### config.mk
export PLATFORM = sky130hd
export DESIGN_NAME = udpdmx_front
export DESIGN_NICKNAME = d
export VERILOG_FILES = /design/src/sv/udpdmx_pkg.sv /design/src/sv/udpdmx_front.sv
export SDC_FILE = /design/constraint.sdc
export NUM_CORES = 2
export LEC_CHECK = 0
export ABC_CLOCK_PERIOD_IN_PS = 6900
export BUFFER_PORTS_ARGS = -buffer_cell sky130_fd_sc_hd__buf_2
export CAP_MARGIN = 5
export CORE_MARGIN = 3
export CORE_UTILIZATION = 40
export CTS_BUF_LIST = sky130_fd_sc_hd__clkbuf_4
export DETAILED_ROUTE_END_ITERATION = 16
export SLEW_MARGIN = 30
export SYNTH_ARGS = -nofsm -noshare
export SYNTH_HDL_FRONTEND = slang
export SYNTH_SLANG_ARGS = --single-unit
### constraint.sdc
create_clock -name clk -period 6.9 [get_ports clk]
set_input_delay 0.69 -clock clk [delete_from_list [all_inputs] [get_ports clk]]
set_output_delay 0.69 -clock clk [all_outputs]
set_load 0.01 [all_outputs]
### src/sv/udpdmx_pkg.sv
`timescale 1ns / 1ps
`default_nettype none
package udpdmx_pkg;
	localparam int NUM_PORTS_DEF = 16;
	localparam int QUEUE_DEPTH_DEF = 128;
	localparam int NUM_RAW_DEF = 4;

	localparam logic [7:0] PROTO_UDP = 8'd17;
	localparam logic [12:0] ETH_HDR = 13'd14;
	localparam logic [12:0] MIN_UDP_FRAME = 13'd42;

	localparam logic [2:0] REQ_BIND_PORT = 3'd0;
	localparam logic [2:0] REQ_BIND_RAW = 3'd1;
	localparam logic [2:0] REQ_DELIVER = 3'd2;
	localparam logic [2:0] REQ_DEQ_UDP = 3'd3;
	localparam logic [2:0] REQ_DEQ_RAW = 3'd4;

	localparam logic [3:0] ST_OK = 4'd0;
	localparam logic [3:0] ST_QUEUED = 4'd1;
	localparam logic [3:0] ST_RAW_FULL = 4'd2;
	localparam logic [3:0] ST_NOT_UDP = 4'd3;
	localparam logic [3:0] ST_SHORT = 4'd4;
	localparam logic [3:0] ST_UNBOUND = 4'd5;
	localparam logic [3:0] ST_PORT_FULL = 4'd6;
	localparam logic [3:0] ST_TABLE_FULL = 4'd7;
	localparam logic [3:0] ST_NOT_BOUND = 4'd8;
	localparam logic [3:0] ST_EMPTY = 4'd9;
	localparam logic [3:0] ST_BAD_ID = 4'd10;

	// classified work handed from front to back
	typedef struct packed {
		logic [3:0]  status;
		logic [1:0]  sock_index;
		logic        wr_udp;
		logic        wr_raw;
		logic        rd_udp;
		logic        rd_raw;
		logic [5:0]  pslot;
		logic [2:0]  raw_idx;
		logic [9:0]  ptr;
		logic [31:0] src_ip;
		logic [15:0] sender_port;
		logic [15:0] len;
		logic [7:0]  proto;
		logic [15:0] max_len;
	} op_t;
endpackage
`default_nettype wire

### src/sv/udpdmx_front.sv
`timescale 1ns / 1ps
`default_nettype none
module udpdmx_front #(
	parameter int NUM_PORTS = udpdmx_pkg::NUM_PORTS_DEF,
	parameter int QUEUE_DEPTH = udpdmx_pkg::QUEUE_DEPTH_DEF,
	parameter int NUM_RAW = udpdmx_pkg::NUM_RAW_DEF
) (
	input  wire logic        clk,
	input  wire logic        arst_n,
	input  wire logic        take,
	input  wire logic [2:0]  req_type,
	input  wire logic [15:0] port_num,
	input  wire logic [7:0]  ip_protocol,
	input  wire logic [2:0]  raw_sock_id,
	input  wire logic [31:0] src_ip,
	input  wire logic [15:0] sender_port,
	input  wire logic [15:0] udp_length,
	input  wire logic [12:0] frame_length,
	input  wire logic [15:0] max_len,
	output udpdmx_pkg::op_t  op
);
	localparam int QW = $clog2(QUEUE_DEPTH);
	localparam int FW = $clog2(QUEUE_DEPTH + 1);
	localparam int PW = (NUM_PORTS > 1) ? $clog2(NUM_PORTS) : 1;
	localparam int RW = (NUM_RAW > 1) ? $clog2(NUM_RAW) : 1;

	logic [NUM_PORTS-1:0] pvalid_q;
	logic [15:0] pnum_q [NUM_PORTS];
	logic [QW-1:0] phead_q [NUM_PORTS];
	logic [QW-1:0] ptail_q [NUM_PORTS];
	logic [FW-1:0] pfill_q [NUM_PORTS];
	logic [NUM_RAW-1:0] rvalid_q;
	logic [7:0] rproto_q [NUM_RAW];
	logic [QW-1:0] rhead_q [NUM_RAW];
	logic [QW-1:0] rtail_q [NUM_RAW];
	logic [FW-1:0] rfill_q [NUM_RAW];

	logic p_hit, p_free, r_hit, r_free;
	logic [PW-1:0] p_hidx, p_fidx;
	logic [RW-1:0] r_hidx, r_fidx, rid;
	logic rid_ok;
	logic bind_p, bind_r;
	udpdmx_pkg::op_t op_d;

	function automatic logic [QW-1:0] ring_next(input logic [QW-1:0] p);
		return (32'(p) + 32'd1 == 32'(QUEUE_DEPTH)) ? '0 : p + 1'b1;
	endfunction

	always_comb begin
		p_hit = 1'b0; p_free = 1'b0; p_hidx = '0; p_fidx = '0;
		for (int i = NUM_PORTS - 1; i >= 0; i--) begin
			if (pvalid_q[i] && pnum_q[i] == port_num) begin
				p_hit = 1'b1; p_hidx = PW'(i);
			end
			if (!pvalid_q[i]) begin
				p_free = 1'b1; p_fidx = PW'(i);
			end
		end
		r_hit = 1'b0; r_free = 1'b0; r_hidx = '0; r_fidx = '0;
		for (int i = NUM_RAW - 1; i >= 0; i--) begin
			if (rvalid_q[i] && rproto_q[i] == ip_protocol) begin
				r_hit = 1'b1; r_hidx = RW'(i);
			end
			if (!rvalid_q[i]) begin
				r_free = 1'b1; r_fidx = RW'(i);
			end
		end
		rid_ok = {29'd0, raw_sock_id} < NUM_RAW;
		rid = RW'(raw_sock_id);
	end

	// classify the request word
	always_comb begin
		op_d = '0;
		op_d.status = udpdmx_pkg::ST_BAD_ID;
		op_d.pslot = 6'(p_hidx);
		op_d.raw_idx = 3'(r_hidx);
		op_d.src_ip = src_ip;
		op_d.sender_port = sender_port;
		op_d.proto = ip_protocol;
		op_d.max_len = max_len;
		bind_p = 1'b0;
		bind_r = 1'b0;
		case (req_type)
			udpdmx_pkg::REQ_BIND_PORT: begin
				if (p_hit) op_d.status = udpdmx_pkg::ST_OK;
				else if (p_free) begin
					op_d.status = udpdmx_pkg::ST_OK;
					bind_p = 1'b1;
				end else op_d.status = udpdmx_pkg::ST_TABLE_FULL;
			end
			udpdmx_pkg::REQ_BIND_RAW: begin
				if (r_hit) begin
					op_d.status = udpdmx_pkg::ST_OK;
					op_d.sock_index = 2'(r_hidx);
				end else if (r_free) begin
					op_d.status = udpdmx_pkg::ST_OK;
					op_d.sock_index = 2'(r_fidx);
					bind_r = 1'b1;
				end else op_d.status = udpdmx_pkg::ST_TABLE_FULL;
			end
			udpdmx_pkg::REQ_DELIVER: begin
				if (r_hit) begin
					op_d.sock_index = 2'(r_hidx);
					if (rfill_q[r_hidx] < FW'(QUEUE_DEPTH)) begin
						op_d.status = udpdmx_pkg::ST_QUEUED;
						op_d.wr_raw = 1'b1;
						op_d.ptr = 10'(rtail_q[r_hidx]);
						op_d.len = (frame_length > udpdmx_pkg::ETH_HDR) ?
							16'(frame_length - udpdmx_pkg::ETH_HDR) : 16'd0;
					end else op_d.status = udpdmx_pkg::ST_RAW_FULL;
				end else if (ip_protocol != udpdmx_pkg::PROTO_UDP)
					op_d.status = udpdmx_pkg::ST_NOT_UDP;
				else if (frame_length < udpdmx_pkg::MIN_UDP_FRAME)
					op_d.status = udpdmx_pkg::ST_SHORT;
				else if (!p_hit) op_d.status = udpdmx_pkg::ST_UNBOUND;
				else if (pfill_q[p_hidx] >= FW'(QUEUE_DEPTH))
					op_d.status = udpdmx_pkg::ST_PORT_FULL;
				else begin
					op_d.status = udpdmx_pkg::ST_QUEUED;
					op_d.wr_udp = 1'b1;
					op_d.ptr = 10'(ptail_q[p_hidx]);
					op_d.len = (udp_length > 16'd8) ? udp_length - 16'd8 : 16'd0;
				end
			end
			udpdmx_pkg::REQ_DEQ_UDP: begin
				if (!p_hit) op_d.status = udpdmx_pkg::ST_NOT_BOUND;
				else if (pfill_q[p_hidx] == '0) op_d.status = udpdmx_pkg::ST_EMPTY;
				else begin
					op_d.status = udpdmx_pkg::ST_OK;
					op_d.rd_udp = 1'b1;
					op_d.ptr = 10'(phead_q[p_hidx]);
				end
			end
			udpdmx_pkg::REQ_DEQ_RAW: begin
				op_d.raw_idx = 3'(rid);
				if (!rid_ok) op_d.status = udpdmx_pkg::ST_BAD_ID;
				else if (!rvalid_q[rid]) op_d.status = udpdmx_pkg::ST_NOT_BOUND;
				else if (rfill_q[rid] == '0) op_d.status = udpdmx_pkg::ST_EMPTY;
				else begin
					op_d.status = udpdmx_pkg::ST_OK;
					op_d.rd_raw = 1'b1;
					op_d.ptr = 10'(rhead_q[rid]);
				end
			end
			default: op_d.status = udpdmx_pkg::ST_BAD_ID;
		endcase
	end

	always_ff @(posedge clk or negedge arst_n) begin
		if (!arst_n) begin
			pvalid_q <= '0;
			rvalid_q <= '0;
			for (int i = 0; i < NUM_PORTS; i++) begin
				pnum_q[i] <= '0; phead_q[i] <= '0; ptail_q[i] <= '0; pfill_q[i] <= '0;
			end
			for (int i = 0; i < NUM_RAW; i++) begin
				rproto_q[i] <= '0; rhead_q[i] <= '0; rtail_q[i] <= '0; rfill_q[i] <= '0;
			end
			op <= '0;
		end else begin
			if (take) op <= op_d;
			else begin
				op.wr_udp <= 1'b0; op.wr_raw <= 1'b0;
				op.rd_udp <= 1'b0; op.rd_raw <= 1'b0;
			end
			if (take) begin
				if (bind_p) begin
					pvalid_q[p_fidx] <= 1'b1;
					pnum_q[p_fidx] <= port_num;
					phead_q[p_fidx] <= '0; ptail_q[p_fidx] <= '0;
					pfill_q[p_fidx] <= '0;
				end else if (bind_r) begin
					rvalid_q[r_fidx] <= 1'b1;
					rproto_q[r_fidx] <= ip_protocol;
					rhead_q[r_fidx] <= '0; rtail_q[r_fidx] <= '0;
					rfill_q[r_fidx] <= '0;
				end else if (op_d.wr_raw) begin
					rtail_q[r_hidx] <= ring_next(rtail_q[r_hidx]);
					rfill_q[r_hidx] <= rfill_q[r_hidx] + 1'b1;
				end else if (op_d.wr_udp) begin
					ptail_q[p_hidx] <= ring_next(ptail_q[p_hidx]);
					pfill_q[p_hidx] <= pfill_q[p_hidx] + 1'b1;
				end else if (op_d.rd_udp) begin
					phead_q[p_hidx] <= ring_next(phead_q[p_hidx]);
					pfill_q[p_hidx] <= pfill_q[p_hidx] - 1'b1;
				end else if (op_d.rd_raw) begin
					rhead_q[rid] <= ring_next(rhead_q[rid]);
					rfill_q[rid] <= rfill_q[rid] - 1'b1;
				end
			end
		end
	end
endmodule
`default_nettype wire

==> out/metrics.csv <==
stage,metric,value,unit
setup_path,crit_fanout,18,
yosys,synth_flop_cell,dfrtp_1,
power,power_density,230.9,nW/µm²
sta,fin_crit,6.103,ns
sta,worst_slew_pin_slew,1.034,ns
final_layout,seqCellArea,21500,µm²
global_routing,grt_pass1_wl,234300,µm
sta,rsz0062_at_grt,false,
sta,slew_viol_final,0,
yosys,synthCells,4346,
routing,ant_nets,0,
placement,dp_hpwl,103700,µm
yosys,async_reset_ff_share,100.0,%
die,start_util,40.65,%
global_routing,grt_util_met2,40.34,%
placement,place_area,47710,µm²
global_routing,antenna_found_initial,8,
sta,fmax,163.9,MHz
setup_path,worstSetupPathType,flop to flop,
final_layout,fin_util,47.16,%
cts,cts_max_path_buffers,3,
yosys,synth.distinct_cells,112,
sta,fin_skew,0.1064,ns
routing,wl,155000,µm
power,power.total,11.95,mW
die,ios,243,
placement,place.gp.congestion,0.9447,
routing,post-route-drc-count,0,
die,chipWidth,340.0,µm
sta,min_period_over_period,88.45,%
final_layout,design_area,51760,µm²
cts,worstSkewPairLatency,1.18,ns
die,num_rows,121,
yosys,seq_area_frac_synth,48.18,%
global_routing,met1_usage,35.18,%
setup_path,worstPathRequired,7.94,ns
sta,setup_viol,0,
yosys,synth_warnings,0,
yosys,syn_area,44620,µm²
setup_path,worstPathArrival,7.14,ns
cts,path_clk_slew,0.08,ns
cts,numCtsBuffers,230,
global_routing,grt_usage,26.24,%
setup_path,r2r_slack,0.80,ns
power,peakVddDrop,0.1637,mV
global_routing,grt_pass1_vias,37456,
routing,avgViaCountPerCell,5.853,
routing,drt-initial-drc-count,4008,
die,dieArea,115600,µm²
cts,htreeDepth,4,
final_layout,nFillCells,10347,
sta,finalSetupTns,0,ns
die,core,109800,µm²
die,fp.dieH,340.0,µm
power,total_leakage_power,22.77,nW
run_status,status,"finished, final reports clean",
placement,io_buffers,236,
cts,numClockSinks,859,
global_routing,met3_usage,6.274,%
global_routing,overflow,0,
cts,cts_tree,yes,
final_layout,drive_gt1_share,25.40,%
min_path,hold_path.class,input port to async pin,
setup_path,end_kind,flop,
global_routing,grt-busiest-layer,met2,
setup_path,critPathLaunchType,flop,
yosys,syn_avg_cell_area,10.27,µm²
yosys,synth-edff-count,0,
final_layout,syn_to_final_growth,16.01,%
cts,cts_root_buf,clkbuf_4,
routing,vias,37838,
final_layout,nets,4945,
sta,hold_violations,0,
routing,firstDrtPassIters,6,
yosys,ys_seq_elements,859,
final_layout,multi_input_area,21450,µm²
routing,wl_per_cell,23.97,µm
global_routing,grt_max_degree,162,
flow_run,maxCapViolCount,0,
sta,max_slew_margin,30.63,%
-- registers in the layout, summed over array words and instances (netlist names) --
name and count:
op 111, pfill_q 128, phead_q 112, pnum_q 256, ptail_q 112, pvalid_q 16, rfill_q 32, rhead_q 28
rproto_q 32, rtail_q 28, rvalid_q 4
-- worst paths after layout --
check                           depth (start not counted)           to   startpoint
worst min register to register                          2  rtail_q[25]  rtail_q[25]
worst min-delay path                                    2  pfill_q[12]       arst_n
worst max register to register                         16       op[33]  pnum_q[233]
worst max-delay path                                   16       op[33]  pnum_q[233]
max in group asynchronous                               5       op[34]       arst_n
min in group clk                                        2       op[38]         take
-- synth_stat cells, types with 24 or more instances --
cell type / number / area, µm²
and3_1: 34 / 212.7
a211oi_1: 24 / 180.2
nor4_1: 60 / 375.4
o2bb2ai_1: 37 / 324.1
nand2b_1: 41 / 256.5
o22ai_1: 30 / 187.7
mux2_2: 368 / 4144
buf_2: 71 / 355.3
a22o_1: 28 / 245.2
nand4_1: 67 / 419.2
dfrtp_1: 859 / 21500
nand2_1: 449 / 1685
nand3_1: 161 / 805.8
xor2_1: 148 / 1296
o21ai_0: 627 / 3138
a21oi_1: 88 / 440.4
buf_4: 49 / 367.9
xnor2_1: 195 / 1708
o21ai_1: 48 / 240.2
o31ai_1: 39 / 292.8
nor3_1: 47 / 235.2
mux2i_1: 83 / 830.8
buf_1: 25 / 93.84
inv_1: 45 / 168.9
nor2_1: 143 / 536.8
clkbuf_1: 134 / 503.0
or2_2: 39 / 244.0
-- stage by stage --
stage               cells  hold slack (ns)  setup WS, ns
global route         6464          0.01830        0.6942
detailed placement   5937           0.4662        0.5884
finish               6465          0.05146        0.7972
floorplan            4351           0.3944         1.462
CTS                  6459          0.02316         1.081
global placement     5935           0.4567        0.6780
-- where the power goes --
part / total (mW) / switching [mW] / internal, mW
Clock: 4.53 / 2.26 / 2.27
Sequential: 5.66 / 0.278 / 5.38
Combinational: 1.76 / 0.999 / 0.762
-- timing repair --
action / 4_1_cts / 5_1_grt
gates resized for setup: 0 / 0
buffers inserted: 0 / 0
hold endpoints to repair: 219 / 0
hold buffers: 113 / 0
-- cells in the final DEF (no fill, tap or decap), types with 13 or more instances in the layout --
master,n
a22oi_1,21
nand3_1,161
o22ai_1,30
a2111oi_0,13
inv_1,45
clkinv_1,58
xnor2_1,195
mux4_2,16
a21oi_1,86
nand2b_1,41
buf_12,13
nand4_1,67
nor4b_1,17
dlygate4sd3_1,113
xor2_1,148
nor2b_1,14
o21ai_1,47
a22o_1,28
or4_1,21
clkbuf_4,331
and3_1,34
or2_2,39
o21ai_0,627
nand2_1,449
dfrtp_1,859
nor2_1,141
a211o_1,15
buf_2,234
a211oi_1,24
mux2i_1,83
mux2_2,368
o211ai_1,15
nor3_1,47
or3_1,18
nor4_1,57
o31ai_1,39
o2bb2ai_1,37
buf_4,166
-- final cells by class --
| class | instances | area share (%) |
|---|---|---|
| Multi-Input combinational cell | 3139 | 41.44 |
| Inverter | 46 | 0.3336 |
| Tap cell | 1476 | 3.568 |
| Sequential cell | 859 | 41.53 |
| Timing Repair Buffer | 531 | 7.568 |
| Clock buffer | 331 | 4.801 |
| Clock inverter | 78 | 0.7324 |
| Antenna cell | 5 | 0.02417 |
-- routing by layer --
layer | wire [µm] | vias to the layer above
met2 | 69490 | 1898
met3 | 13670 | 421
met1 | 64980 | 18835
li1 | - | 16682
met5 | 13 | -
met4 | 6802 | 2
-- worst max-delay path: stages (launching register included) --
cell and delay (ns):
dfrtp_1 0.39, xnor2_1 0.31, nand2_1 0.09, or4b_2 0.63, a211oi_1 0.79, a31oi_2 0.17
buf_4 0.26, buf_4 0.22, and3_1 0.18, a211oi_1 0.57, nor4_4 0.15, nand2_1 0.23
nand2b_1 0.19, nor2_1 0.56, nand2_1 0.39, o21ai_0 0.27, dlygate4sd3_1 0.57
-- logic make-up (layout without fill, tap and decap cells) --
group	count (synthesis)	after routing	share of synthesized area [%]
AND/OR/NAND/NOR	1215	1215	13.93
AO/OA/AOI/OAI	1093	1093	14.78
flip-flops	859	859	48.18
multiplexers	467	467	11.96
buffers and inverters	353	986	3.968
XOR/XNOR	346	346	6.842
adder cells (fa/ha/maj)	12	12	0.3365
other	1	11	0.008405
Note: power is estimated with default switching activity, not from simulation.
